[config.mk]
export PLATFORM = sky130hd
export DESIGN_NAME = fat_geometry_selector_top
export DESIGN_NICKNAME = d
export VERILOG_FILES = /design/src/hdl/fgs_pkg.sv /design/src/hdl/fgs_div.sv /design/src/hdl/fat_geometry_selector_top.sv
export SDC_FILE = /design/constraint.sdc
export NUM_CORES = 1
export LEC_CHECK = 0
export BUFFER_PORTS_ARGS = -buffer_cell sky130_fd_sc_hd__buf_4
export CAP_MARGIN = 0
export CORE_ASPECT_RATIO = 0.6
export CORE_UTILIZATION = 65
export CTS_BUF_LIST = sky130_fd_sc_hd__clkbuf_16
export DETAILED_ROUTE_END_ITERATION = 7
export PLACE_DENSITY = 0.89
export SLEW_MARGIN = 20
export SYNTH_ARGS = -nofsm -noshare
export SYNTH_HDL_FRONTEND = slang
export SYNTH_HIERARCHICAL = 1
export SYNTH_SLANG_ARGS = --single-unit
[constraint.sdc]
create_clock -name clk -period 10.7 [get_ports clk]
set_input_delay 1.605 -clock clk [delete_from_list [all_inputs] [get_ports clk]]
set_output_delay 1.605 -clock clk [all_outputs]
set_load 0.03 [all_outputs]
[src/hdl/fgs_pkg.sv]
// ----------------------------------------------------------------------------
// fgs_pkg: shared types and constants for the FAT geometry selector
// Holds sequencer states, register indexes, band limits, size tiers and the
// request/response bundles of the serial divider.
// ----------------------------------------------------------------------------
package fgs_pkg;

    // Field widths fixed by the request and result formats
    localparam int KIND_W  = 2;
    localparam int DEV_W   = 32;
    localparam int CNT16_W = 16;
    localparam int SPC_W   = 8;
    localparam int OVH_W   = 17;
    localparam int EPS_W   = 9;
    localparam int LIM_W   = 28;
    localparam int COPY_W  = 2;
    localparam int DENOM_W = 17;
    localparam int DVD_W   = 33;
    localparam int CFG_IDX_W  = 3;
    localparam int CFG_DATA_W = 28;

    // FAT variants
    localparam logic [KIND_W-1:0] KIND_FAT12 = 2'd0;
    localparam logic [KIND_W-1:0] KIND_FAT16 = 2'd1;
    localparam logic [KIND_W-1:0] KIND_FAT32 = 2'd2;
    localparam logic [KIND_W-1:0] KIND_BAD   = 2'd3;

    // Cluster-count bands
    localparam logic [31:0] FAT12_BAND_END = 32'd4085;
    localparam logic [31:0] FAT16_BAND_END = 32'd65525;
    localparam logic [SPC_W-1:0] SWEEP_CEILING = 8'd128;

    // FAT32 starting tiers
    localparam logic [DEV_W-1:0] TIER_1  = 32'd532480;
    localparam logic [DEV_W-1:0] TIER_8  = 32'd16777216;
    localparam logic [DEV_W-1:0] TIER_16 = 32'd33554432;
    localparam logic [DEV_W-1:0] TIER_32 = 32'd67108864;

    // Register reset values
    localparam logic [EPS_W-1:0]  SMALL_EPS_RST = 9'd256;
    localparam logic [EPS_W-1:0]  WIDE_EPS_RST  = 9'd128;
    localparam logic [SPC_W-1:0]  LARGEST_RST   = 8'd128;
    localparam logic [LIM_W-1:0]  LIMIT_RST     = 28'd268435445;
    localparam logic [COPY_W-1:0] COPIES_RST    = 2'd2;

    typedef enum logic [CFG_IDX_W-1:0] {
        REG_SMALL_EPS = 3'd0,
        REG_WIDE_EPS  = 3'd1,
        REG_LARGEST   = 3'd2,
        REG_LIMIT     = 3'd3,
        REG_COPIES    = 3'd4
    } fgs_reg_idx_t;

    typedef enum logic [2:0] {
        S_IDLE,
        S_PREP,
        S_FAT_DIV,
        S_FAT_WAIT,
        S_SUB,
        S_CNT_WAIT,
        S_CHECK,
        S_EMIT
    } fgs_state_t;

    typedef struct packed {
        logic               start;
        logic [DVD_W-1:0]   dividend;
        logic [DENOM_W-1:0] divisor;
    } fgs_div_req_t;

    typedef struct packed {
        logic             done;
        logic             busy;
        logic [DVD_W-1:0] quotient;
    } fgs_div_rsp_t;

endpackage

[src/hdl/fgs_div.sv]
// ----------------------------------------------------------------------------
// fgs_div: serial restoring divider
// Produces one quotient bit per cycle; done pulses for one cycle at the end.
// ----------------------------------------------------------------------------
module fgs_div
(
    input  logic                  clk,
    input  logic                  rst_n,
    input  fgs_pkg::fgs_div_req_t req,
    output fgs_pkg::fgs_div_rsp_t rsp
);

    localparam int DVD_W   = fgs_pkg::DVD_W;
    localparam int DENOM_W = fgs_pkg::DENOM_W;
    localparam int CNT_W   = $clog2(DVD_W + 1);

    logic [DENOM_W-1:0] rem_reg,  rem_next;
    logic [DENOM_W-1:0] dsr_reg,  dsr_next;
    logic [DVD_W-1:0]   quo_reg,  quo_next;
    logic [CNT_W-1:0]   cnt_reg,  cnt_next;
    logic               busy_reg, busy_next;
    logic               done_reg, done_next;
    logic [DENOM_W:0]   trial_rem;
    logic               fits;

    assign trial_rem = {rem_reg, quo_reg[DVD_W-1]};
    assign fits      = trial_rem >= {1'b0, dsr_reg};

    always_comb
    begin
        rem_next  = rem_reg;
        dsr_next  = dsr_reg;
        quo_next  = quo_reg;
        cnt_next  = cnt_reg;
        busy_next = busy_reg;
        done_next = 1'b0;
        if (req.start)
        begin
            rem_next  = '0;
            dsr_next  = req.divisor;
            quo_next  = req.dividend;
            cnt_next  = CNT_W'(DVD_W);
            busy_next = 1'b1;
        end
        else if (busy_reg)
        begin
            // shift one dividend bit into the partial remainder
            if (fits)
                rem_next = DENOM_W'(trial_rem - {1'b0, dsr_reg});
            else
                rem_next = trial_rem[DENOM_W-1:0];
            quo_next = {quo_reg[DVD_W-2:0], fits};
            cnt_next = cnt_reg - 1'b1;
            if (cnt_reg == CNT_W'(1))
            begin
                busy_next = 1'b0;
                done_next = 1'b1;
            end
        end
    end

    always_ff @(posedge clk or negedge rst_n)
    begin
        if (!rst_n)
        begin
            cnt_reg  <= '0;
            busy_reg <= 1'b0;
            done_reg <= 1'b0;
        end
        else
        begin
            cnt_reg  <= cnt_next;
            busy_reg <= busy_next;
            done_reg <= done_next;
        end
    end

    always_ff @(posedge clk)
    begin
        rem_reg <= rem_next;
        dsr_reg <= dsr_next;
        quo_reg <= quo_next;
    end

    assign rsp.done     = done_reg;
    assign rsp.busy     = busy_reg;
    assign rsp.quotient = quo_reg;

endmodule

[src/hdl/fat_geometry_selector_top.sv]
// ----------------------------------------------------------------------------
// fat_geometry_selector_top: FAT volume cluster size and FAT size selector
// Picks sectors per cluster, sectors per FAT copy and the data cluster count
// for a requested FAT variant and device size.
// ----------------------------------------------------------------------------
// Sequence: each trial cluster size takes up to two divisions on the shared
//   serial divider (FAT size, then cluster count) plus setup; up to eight trials.
// Throughput: one request at a time; s_tready stays low until the result is
//   placed in the output register, which then holds it until m_tready.
// Reset: rst_n is asynchronous, active low; it returns the sequencer to idle,
//   drops m_tvalid and loads the configuration registers with their defaults.
module fat_geometry_selector_top
(
    input  logic        clk,
    input  logic        rst_n,
    // request stream
    input  logic        s_tvalid,
    output logic        s_tready,
    // [31:0] device_sectors, [47:32] reserved_count, [63:48] root_dir_sectors,
    // [71:64] cluster_hint
    input  logic [71:0] s_tdata,
    // [1:0] fat_kind
    input  logic [1:0]  s_tuser,
    // result stream
    output logic        m_tvalid,
    input  logic        m_tready,
    // [7:0] cluster_sectors, [39:8] fat_sectors, [71:40] cluster_total
    output logic [71:0] m_tdata,
    // [0] status
    output logic [0:0]  m_tuser,
    // configuration writes
    input  logic        cfg_valid,
    output logic        cfg_ready,
    input  logic [2:0]  cfg_index,
    input  logic [27:0] cfg_data
);

    localparam int DEV_W   = fgs_pkg::DEV_W;
    localparam int SPC_W   = fgs_pkg::SPC_W;
    localparam int OVH_W   = fgs_pkg::OVH_W;
    localparam int DENOM_W = fgs_pkg::DENOM_W;
    localparam int DVD_W   = fgs_pkg::DVD_W;

    // ------------------------------------------------------------------
    // Configuration registers; writes are always taken
    // ------------------------------------------------------------------
    logic [fgs_pkg::EPS_W-1:0]  small_eps_reg;
    logic [fgs_pkg::EPS_W-1:0]  wide_eps_reg;
    logic [SPC_W-1:0]           largest_reg;
    logic [fgs_pkg::LIM_W-1:0]  limit_reg;
    logic [fgs_pkg::COPY_W-1:0] copies_reg;

    assign cfg_ready = 1'b1;

    always_ff @(posedge clk or negedge rst_n)
    begin
        if (!rst_n)
        begin
            small_eps_reg <= fgs_pkg::SMALL_EPS_RST;
            wide_eps_reg  <= fgs_pkg::WIDE_EPS_RST;
            largest_reg   <= fgs_pkg::LARGEST_RST;
            limit_reg     <= fgs_pkg::LIMIT_RST;
            copies_reg    <= fgs_pkg::COPIES_RST;
        end
        else if (cfg_valid && cfg_ready)
        begin
            // indexes past the register list are dropped
            unique case (cfg_index)
                fgs_pkg::REG_SMALL_EPS: small_eps_reg <= cfg_data[fgs_pkg::EPS_W-1:0];
                fgs_pkg::REG_WIDE_EPS:  wide_eps_reg  <= cfg_data[fgs_pkg::EPS_W-1:0];
                fgs_pkg::REG_LARGEST:   largest_reg   <= cfg_data[SPC_W-1:0];
                fgs_pkg::REG_LIMIT:     limit_reg     <= cfg_data[fgs_pkg::LIM_W-1:0];
                fgs_pkg::REG_COPIES:    copies_reg    <= cfg_data[fgs_pkg::COPY_W-1:0];
                default: ;
            endcase
        end
    end

    // ------------------------------------------------------------------
    // Request unpacking
    // ------------------------------------------------------------------
    logic [fgs_pkg::KIND_W-1:0]  in_kind;
    logic [DEV_W-1:0]            in_dev;
    logic [fgs_pkg::CNT16_W-1:0] in_resv;
    logic [fgs_pkg::CNT16_W-1:0] in_root;
    logic [SPC_W-1:0]            in_hint;
    logic [SPC_W-1:0]            tier_spc;

    assign in_kind = s_tuser;
    assign in_dev  = s_tdata[31:0];
    assign in_resv = s_tdata[47:32];
    assign in_root = s_tdata[63:48];
    assign in_hint = s_tdata[71:64];

    // FAT32 starting cluster size from the device size tiers
    always_comb
    begin
        priority if (in_dev <= fgs_pkg::TIER_1)
            tier_spc = 8'd1;
        else if (in_dev <= fgs_pkg::TIER_8)
            tier_spc = 8'd8;
        else if (in_dev <= fgs_pkg::TIER_16)
            tier_spc = 8'd16;
        else if (in_dev <= fgs_pkg::TIER_32)
            tier_spc = 8'd32;
        else
            tier_spc = 8'd64;
    end

    // ------------------------------------------------------------------
    // Sequencer registers
    // ------------------------------------------------------------------
    fgs_pkg::fgs_state_t state_reg, state_next;

    logic [fgs_pkg::KIND_W-1:0] kind_reg,   kind_next;
    logic [DEV_W-1:0]           dev_reg,    dev_next;
    logic [OVH_W-1:0]           ovh_reg,    ovh_next;
    logic                       sweep_reg,  sweep_next;
    logic [SPC_W-1:0]           spc_reg,    spc_next;
    logic [DENOM_W-1:0]         denom_reg,  denom_next;
    logic [DEV_W-1:0]           avail_reg,  avail_next;
    logic [DEV_W-1:0]           fatsz_reg,  fatsz_next;
    logic [DEV_W-1:0]           count_reg,  count_next;
    logic                       ok_reg,     ok_next;

    logic                       m_valid_reg, m_valid_next;
    logic                       o_status_reg, o_status_next;
    logic [SPC_W-1:0]           o_spc_reg,    o_spc_next;
    logic [DEV_W-1:0]           o_fatsz_reg,  o_fatsz_next;
    logic [DEV_W-1:0]           o_count_reg,  o_count_next;

    fgs_pkg::fgs_div_req_t div_req;
    fgs_pkg::fgs_div_rsp_t div_rsp;

    logic [fgs_pkg::EPS_W-1:0] cap;
    logic [DEV_W+1:0]          fat_span;
    logic                      band_hit;
    logic                      out_free;

    assign cap = (kind_reg == fgs_pkg::KIND_FAT32) ? wide_eps_reg : small_eps_reg;
    assign fat_span = (DEV_W+2)'(copies_reg) * (DEV_W+2)'(fatsz_reg);
    assign out_free = !m_valid_reg || m_tready;

    always_comb
    begin
        unique case (kind_reg)
            fgs_pkg::KIND_FAT12: band_hit = count_reg < fgs_pkg::FAT12_BAND_END;
            fgs_pkg::KIND_FAT16: band_hit = (count_reg >= fgs_pkg::FAT12_BAND_END)
                                         && (count_reg < fgs_pkg::FAT16_BAND_END);
            default:             band_hit = (count_reg >= fgs_pkg::FAT16_BAND_END)
                                         && (count_reg <= DEV_W'(limit_reg));
        endcase
    end

    assign s_tready = (state_reg == fgs_pkg::S_IDLE);

    always_comb
    begin
        state_next    = state_reg;
        kind_next     = kind_reg;
        dev_next      = dev_reg;
        ovh_next      = ovh_reg;
        sweep_next    = sweep_reg;
        spc_next      = spc_reg;
        denom_next    = denom_reg;
        avail_next    = avail_reg;
        fatsz_next    = fatsz_reg;
        count_next    = count_reg;
        ok_next       = ok_reg;
        m_valid_next  = m_valid_reg && !m_tready;
        o_status_next = o_status_reg;
        o_spc_next    = o_spc_reg;
        o_fatsz_next  = o_fatsz_reg;
        o_count_next  = o_count_reg;
        div_req       = '0;

        unique case (state_reg)
            fgs_pkg::S_IDLE:
            begin
                if (s_tvalid)
                begin
                    kind_next  = in_kind;
                    dev_next   = in_dev;
                    ovh_next   = OVH_W'(in_resv) + OVH_W'(in_root);
                    sweep_next = (in_hint == '0);
                    if (in_hint != '0)
                        spc_next = in_hint;
                    else if (in_kind == fgs_pkg::KIND_FAT32)
                        spc_next = tier_spc;
                    else
                        spc_next = 8'd1;
                    ok_next    = 1'b0;
                    if (in_kind == fgs_pkg::KIND_BAD)
                        state_next = fgs_pkg::S_EMIT;
                    else
                        state_next = fgs_pkg::S_PREP;
                end
            end

            fgs_pkg::S_PREP:
            begin
                // divisor for the FAT size: entries per sector times cluster size, plus the FAT copy count
                denom_next = DENOM_W'(cap) * DENOM_W'(spc_reg) + DENOM_W'(copies_reg);
                avail_next = dev_reg - DEV_W'(ovh_reg);
                if (dev_reg <= DEV_W'(ovh_reg))
                begin
                    fatsz_next = '0;
                    count_next = '0;
                    state_next = fgs_pkg::S_CHECK;
                end
                else
                    state_next = fgs_pkg::S_FAT_DIV;
            end

            fgs_pkg::S_FAT_DIV:
            begin
                if (denom_reg == '0)
                begin
                    fatsz_next = '0;
                    state_next = fgs_pkg::S_SUB;
                end
                else
                begin
                    // round up: (avail + denom - 1) / denom
                    div_req.start    = 1'b1;
                    div_req.dividend = DVD_W'(avail_reg) + DVD_W'(denom_reg) - DVD_W'(1);
                    div_req.divisor  = denom_reg;
                    state_next       = fgs_pkg::S_FAT_WAIT;
                end
            end

            fgs_pkg::S_FAT_WAIT:
            begin
                if (div_rsp.done)
                begin
                    fatsz_next = div_rsp.quotient[DEV_W-1:0];
                    state_next = fgs_pkg::S_SUB;
                end
            end

            fgs_pkg::S_SUB:
            begin
                if ({2'b00, avail_reg} <= fat_span)
                begin
                    count_next = '0;
                    state_next = fgs_pkg::S_CHECK;
                end
                else
                begin
                    div_req.start    = 1'b1;
                    div_req.dividend = DVD_W'(avail_reg - fat_span[DEV_W-1:0]);
                    div_req.divisor  = DENOM_W'(spc_reg);
                    state_next       = fgs_pkg::S_CNT_WAIT;
                end
            end

            fgs_pkg::S_CNT_WAIT:
            begin
                if (div_rsp.done)
                begin
                    count_next = div_rsp.quotient[DEV_W-1:0];
                    state_next = fgs_pkg::S_CHECK;
                end
            end

            fgs_pkg::S_CHECK:
            begin
                priority if (band_hit)
                begin
                    ok_next    = 1'b1;
                    state_next = fgs_pkg::S_EMIT;
                end
                else if (!sweep_reg || (spc_reg >= largest_reg)
                         || (spc_reg >= fgs_pkg::SWEEP_CEILING))
                begin
                    ok_next    = 1'b0;
                    state_next = fgs_pkg::S_EMIT;
                end
                else
                begin
                    // double the cluster size and retry
                    spc_next   = {spc_reg[SPC_W-2:0], 1'b0};
                    state_next = fgs_pkg::S_PREP;
                end
            end

            fgs_pkg::S_EMIT:
            begin
                // hold until the output register is free
                if (out_free)
                begin
                    m_valid_next  = 1'b1;
                    o_status_next = !ok_reg;
                    o_spc_next    = ok_reg ? spc_reg   : '0;
                    o_fatsz_next  = ok_reg ? fatsz_reg : '0;
                    o_count_next  = ok_reg ? count_reg : '0;
                    state_next    = fgs_pkg::S_IDLE;
                end
            end

            default:
                state_next = fgs_pkg::S_IDLE;
        endcase
    end

    always_ff @(posedge clk or negedge rst_n)
    begin
        if (!rst_n)
        begin
            state_reg   <= fgs_pkg::S_IDLE;
            m_valid_reg <= 1'b0;
        end
        else
        begin
            state_reg   <= state_next;
            m_valid_reg <= m_valid_next;
        end
    end

    always_ff @(posedge clk)
    begin
        kind_reg     <= kind_next;
        dev_reg      <= dev_next;
        ovh_reg      <= ovh_next;
        sweep_reg    <= sweep_next;
        spc_reg      <= spc_next;
        denom_reg    <= denom_next;
        avail_reg    <= avail_next;
        fatsz_reg    <= fatsz_next;
        count_reg    <= count_next;
        ok_reg       <= ok_next;
        o_status_reg <= o_status_next;
        o_spc_reg    <= o_spc_next;
        o_fatsz_reg  <= o_fatsz_next;
        o_count_reg  <= o_count_next;
    end

    // Shared serial divider: FAT size first, then the cluster count
    fgs_div u_div
    (
        .clk   (clk),
        .rst_n (rst_n),
        .req   (div_req),
        .rsp   (div_rsp)
    );

    assign m_tvalid   = m_valid_reg;
    assign m_tdata    = {o_count_reg, o_fatsz_reg, o_spc_reg};
    assign m_tuser[0] = o_status_reg;

`ifndef ASSERT_OFF
    // an accepted request blocks the input for at least the next cycle
    a_busy_after_accept: assert property (@(posedge clk) disable iff (!rst_n)
        s_tvalid && s_tready |=> !s_tready)
        else $error("input ready right after a transfer");

    // a failed result carries zero fields
    a_fail_zero: assert property (@(posedge clk) disable iff (!rst_n)
        m_tvalid && m_tuser[0] |-> m_tdata == '0)
        else $error("failed result with nonzero fields");

    // a good result always has a nonzero cluster size
    a_ok_spc: assert property (@(posedge clk) disable iff (!rst_n)
        m_tvalid && !m_tuser[0] |-> m_tdata[7:0] != '0)
        else $error("good result with zero cluster size");

    // the divider is only started while it is idle
    a_div_start: assert property (@(posedge clk) disable iff (!rst_n)
        div_req.start |-> !div_rsp.busy)
        else $error("divider restarted while busy");
`endif

endmodule

==> summary.md <==
• number of vias per cell: 6.385
• worst-case headroom to the max-slew limit: 0.2867
• class of the tightest hold or removal check: reg2reg
• leak pwr: 12.87 nW
• maximum number of pins on one net before global-route repair: 74
• number of flip-flops in the largest register: 33
• design area: 0.02948 mm^2
• boundary pin count: 186
• Placed Cells incl. Taps: 3219
• setup violators final: 0
• post-synthesis average cell area: 10.28 um^2
• clock-pin slew of the registers on the worst-case setup and hold paths: 0.06 ns
• maximum number of buffers from clock root to sink: 3
• Worst Min Path Start: small_eps_reg[7]
• std cell rows: 56
• worst skew pair latency: 0.56 ns
• share of cells above drive strength 1: 0.1512
• global routing usage summed across all routing layers: 0.3622
• filler cell count in the final layout: 2571
• maximum clock frequency: 113.0 MHz
• TritonCTS clock tree: done
• arrival time at the worst endpoint: 9.02 ns
• antenna violations before repair: 1
• die height: 158.0 um
• area of the die: 0.04137 mm^2
• kind of start point of the critical path: flop
• final-report max-slew violation count: 0
• via count: 20990
• Layout Area Growth over Synthesis: 11.90%
• Die Span X: 261.9 um
• critical path data required time: 10.87 ns
• count of maximum capacitance violations: 0
• Layout Cells excl Fill: 3288
• worst slew pin tran: 1.040 ns
• average routed wire per standard cell: 22.54 um
• beginning of the worst register-to-register path: copies_reg[0]
• highest ir drop seen on vdd: 0.2915 mV
• Final Critical Period: 8.849 ns
• H-tree levels: 2
• post-route worst hold slack: 0.5041 ns
• clock skew after layout: 0.02626 ns
• remaining global-route overflow: 0
• type of destination of the critical path: flop
• via count of the first global-routing pass: 20200
• CTS Hold Bufs: 0
• placer congestion estimate: 1.023
• wire length reported by the detailed router: 74120 um
• setup repair after global routing missed its margin: false
• number of cells on the worst reg-to-reg path: 25
• DRC violation count after routing: 0
• clock sink count: 382
• number of instances in the synthesized netlist: 2564
• number of hold violations in the final report: 0
• power density normalized to cell area: 314.5 mW/mm^2
• Antenna Violating Nets Remaining: 0
• maximum fanout along the worst path: 67
• WS Path Type: reg2reg
• run status: finished clean
• Net count, final: 3134
• Final Cycle Share: 0.8270
• IO buf count: 184
• half-perimeter wire length of the detailed placement result: 57130 um
• cell at the root of the clock tree: sky130_fd_sc_hd__clkbuf_16
• TritonCTS Buffers: 37
• yosys warns: 6
• standard cell core area: 0.03952 mm^2
• Synth Cell Area: 0.02635 mm^2
• Initial Utilization: 0.6667
• Placed Area: 0.02825 mm^2
• number of buffers added for setup after CTS: 0
• endpoint of the worst hold-timing path: small_eps_reg[7]
• post-synth net total: 2962
• aggregate negative setup slack: 0 ns
• Hold Path Stages: 1
• global-route wire length before repair: 113600 um
• worst reg2reg endpoint: u_div/quo_reg[9]
• count of cells resized by post-cts repair: 0
• R2R Setup Slk: 1.85 ns
• first-pass iteration count of the detailed router: 7
• Detailed Route Iter0 Violations: 2560
-- cell usage in the layout (no fill, tap or decap), types with 32 or more instances in the layout --
cell type	count
sky130_fd_sc_hd__edfxtp_1	297
sky130_fd_sc_hd__inv_1	268
sky130_fd_sc_hd__ha_1	239
sky130_fd_sc_hd__and2_1	225
sky130_fd_sc_hd__buf_4	197
sky130_fd_sc_hd__nand2_1	176
sky130_fd_sc_hd__a21oi_1	129
sky130_fd_sc_hd__nor2_1	126
sky130_fd_sc_hd__o21ai_0	104
sky130_fd_sc_hd__mux2_2	89
sky130_fd_sc_hd__xnor2_1	88
sky130_fd_sc_hd__a21o_1	71
sky130_fd_sc_hd__xor2_1	65
sky130_fd_sc_hd__fa_1	49
sky130_fd_sc_hd__nor3_1	46
sky130_fd_sc_hd__clkbuf_16	39
sky130_fd_sc_hd__dfrtp_1	38
sky130_fd_sc_hd__nand3_1	33
sky130_fd_sc_hd__nor2b_1	32
-- metrics by stage --
step                setup slack, ns  power, mW    util
detailed placement            2.147      7.719  0.7150
global placement              2.145      7.548  0.7147
finish                        1.851      9.273  0.7461
floorplan                     4.171      6.280       -
global route                  1.357      9.844  0.7460
CTS                           2.082      9.132  0.7460
-- routing by layer --
metal / GRT usage / part of all wire / wire [um] / up-vias
li1: - / - / - / 9453
met1: 0.5342 / 0.43 / 32200 / 10130
met2: 0.5379 / 0.42 / 31090 / 1270
met3: 0.08758 / 0.12 / 9046 / 144
met4: 0.08423 / 0.024 / 1790 / 0
met5: 0 / 0 / 0 / -
-- power by group --
| part | internal (mW) | leakage [nW] | switching [mW] |
|---|---|---|---|
| sequential | 2.25 | 3.74 | 0.388 |
| combinational | 2.12 | 8.48 | 3.17 |
| clock | 0.744 | 0.637 | 0.596 |
| total | 5.11 | 12.9 | 4.16 |
-- critical path, stage by stage (launching register included) --
cell                        delay (ns)
sky130_fd_sc_hd__dfrtp_1          0.91
sky130_fd_sc_hd__and2_1           0.23
sky130_fd_sc_hd__ha_1             0.31
sky130_fd_sc_hd__a2111oi_0        0.49
sky130_fd_sc_hd__o211ai_1         0.25
sky130_fd_sc_hd__a31oi_1          0.36
sky130_fd_sc_hd__o21ai_1          0.25
sky130_fd_sc_hd__a21oi_1          0.26
sky130_fd_sc_hd__o211ai_1         0.17
sky130_fd_sc_hd__a21o_1           0.20
sky130_fd_sc_hd__a21oi_1          0.16
sky130_fd_sc_hd__xor2_1           0.31
sky130_fd_sc_hd__ha_1             0.36
sky130_fd_sc_hd__o21ai_0          0.10
sky130_fd_sc_hd__nor2_1           0.08
sky130_fd_sc_hd__o41ai_1          0.49
sky130_fd_sc_hd__o211ai_1         0.22
sky130_fd_sc_hd__and2_1           0.21
sky130_fd_sc_hd__o32ai_1          0.68
sky130_fd_sc_hd__a211oi_4         0.07
sky130_fd_sc_hd__buf_4            0.30
sky130_fd_sc_hd__nor2_1           0.23
sky130_fd_sc_hd__inv_2            0.04
sky130_fd_sc_hd__buf_4            0.37
sky130_fd_sc_hd__nor2_1           0.82
sky130_fd_sc_hd__inv_2            0.53
-- worst max path at each step --
stage | start | to | cells past startpoint
floorplan | copies_reg[1] | u_div/quo_reg[0] | 25
global placement | copies_reg[0] | u_div/quo_reg[25] | 26
detailed placement | copies_reg[0] | u_div/quo_reg[25] | 25
CTS | copies_reg[0] | u_div/quo_reg[25] | 25
global route | copies_reg[0] | u_div/quo_reg[25] | 25
finish | copies_reg[0] | u_div/quo_reg[9] | 25
-- cell type report --
cell class | instances | area [um^2] | area share
clock buffer | 39 | 975.9 | 0.03310
tap | 522 | 653.1 | 0.02215
antenna | 1 | 2.502 | 0.00008488
timing repair buffer | 198 | 1490 | 0.05054
clock inverter | 29 | 251.5 | 0.008530
sequential | 382 | 11000 | 0.3730
inverter | 263 | 987.2 | 0.03348
multi-input combinational | 1854 | 14120 | 0.4791
Note: power is estimated with default switching activity, not from simulation.
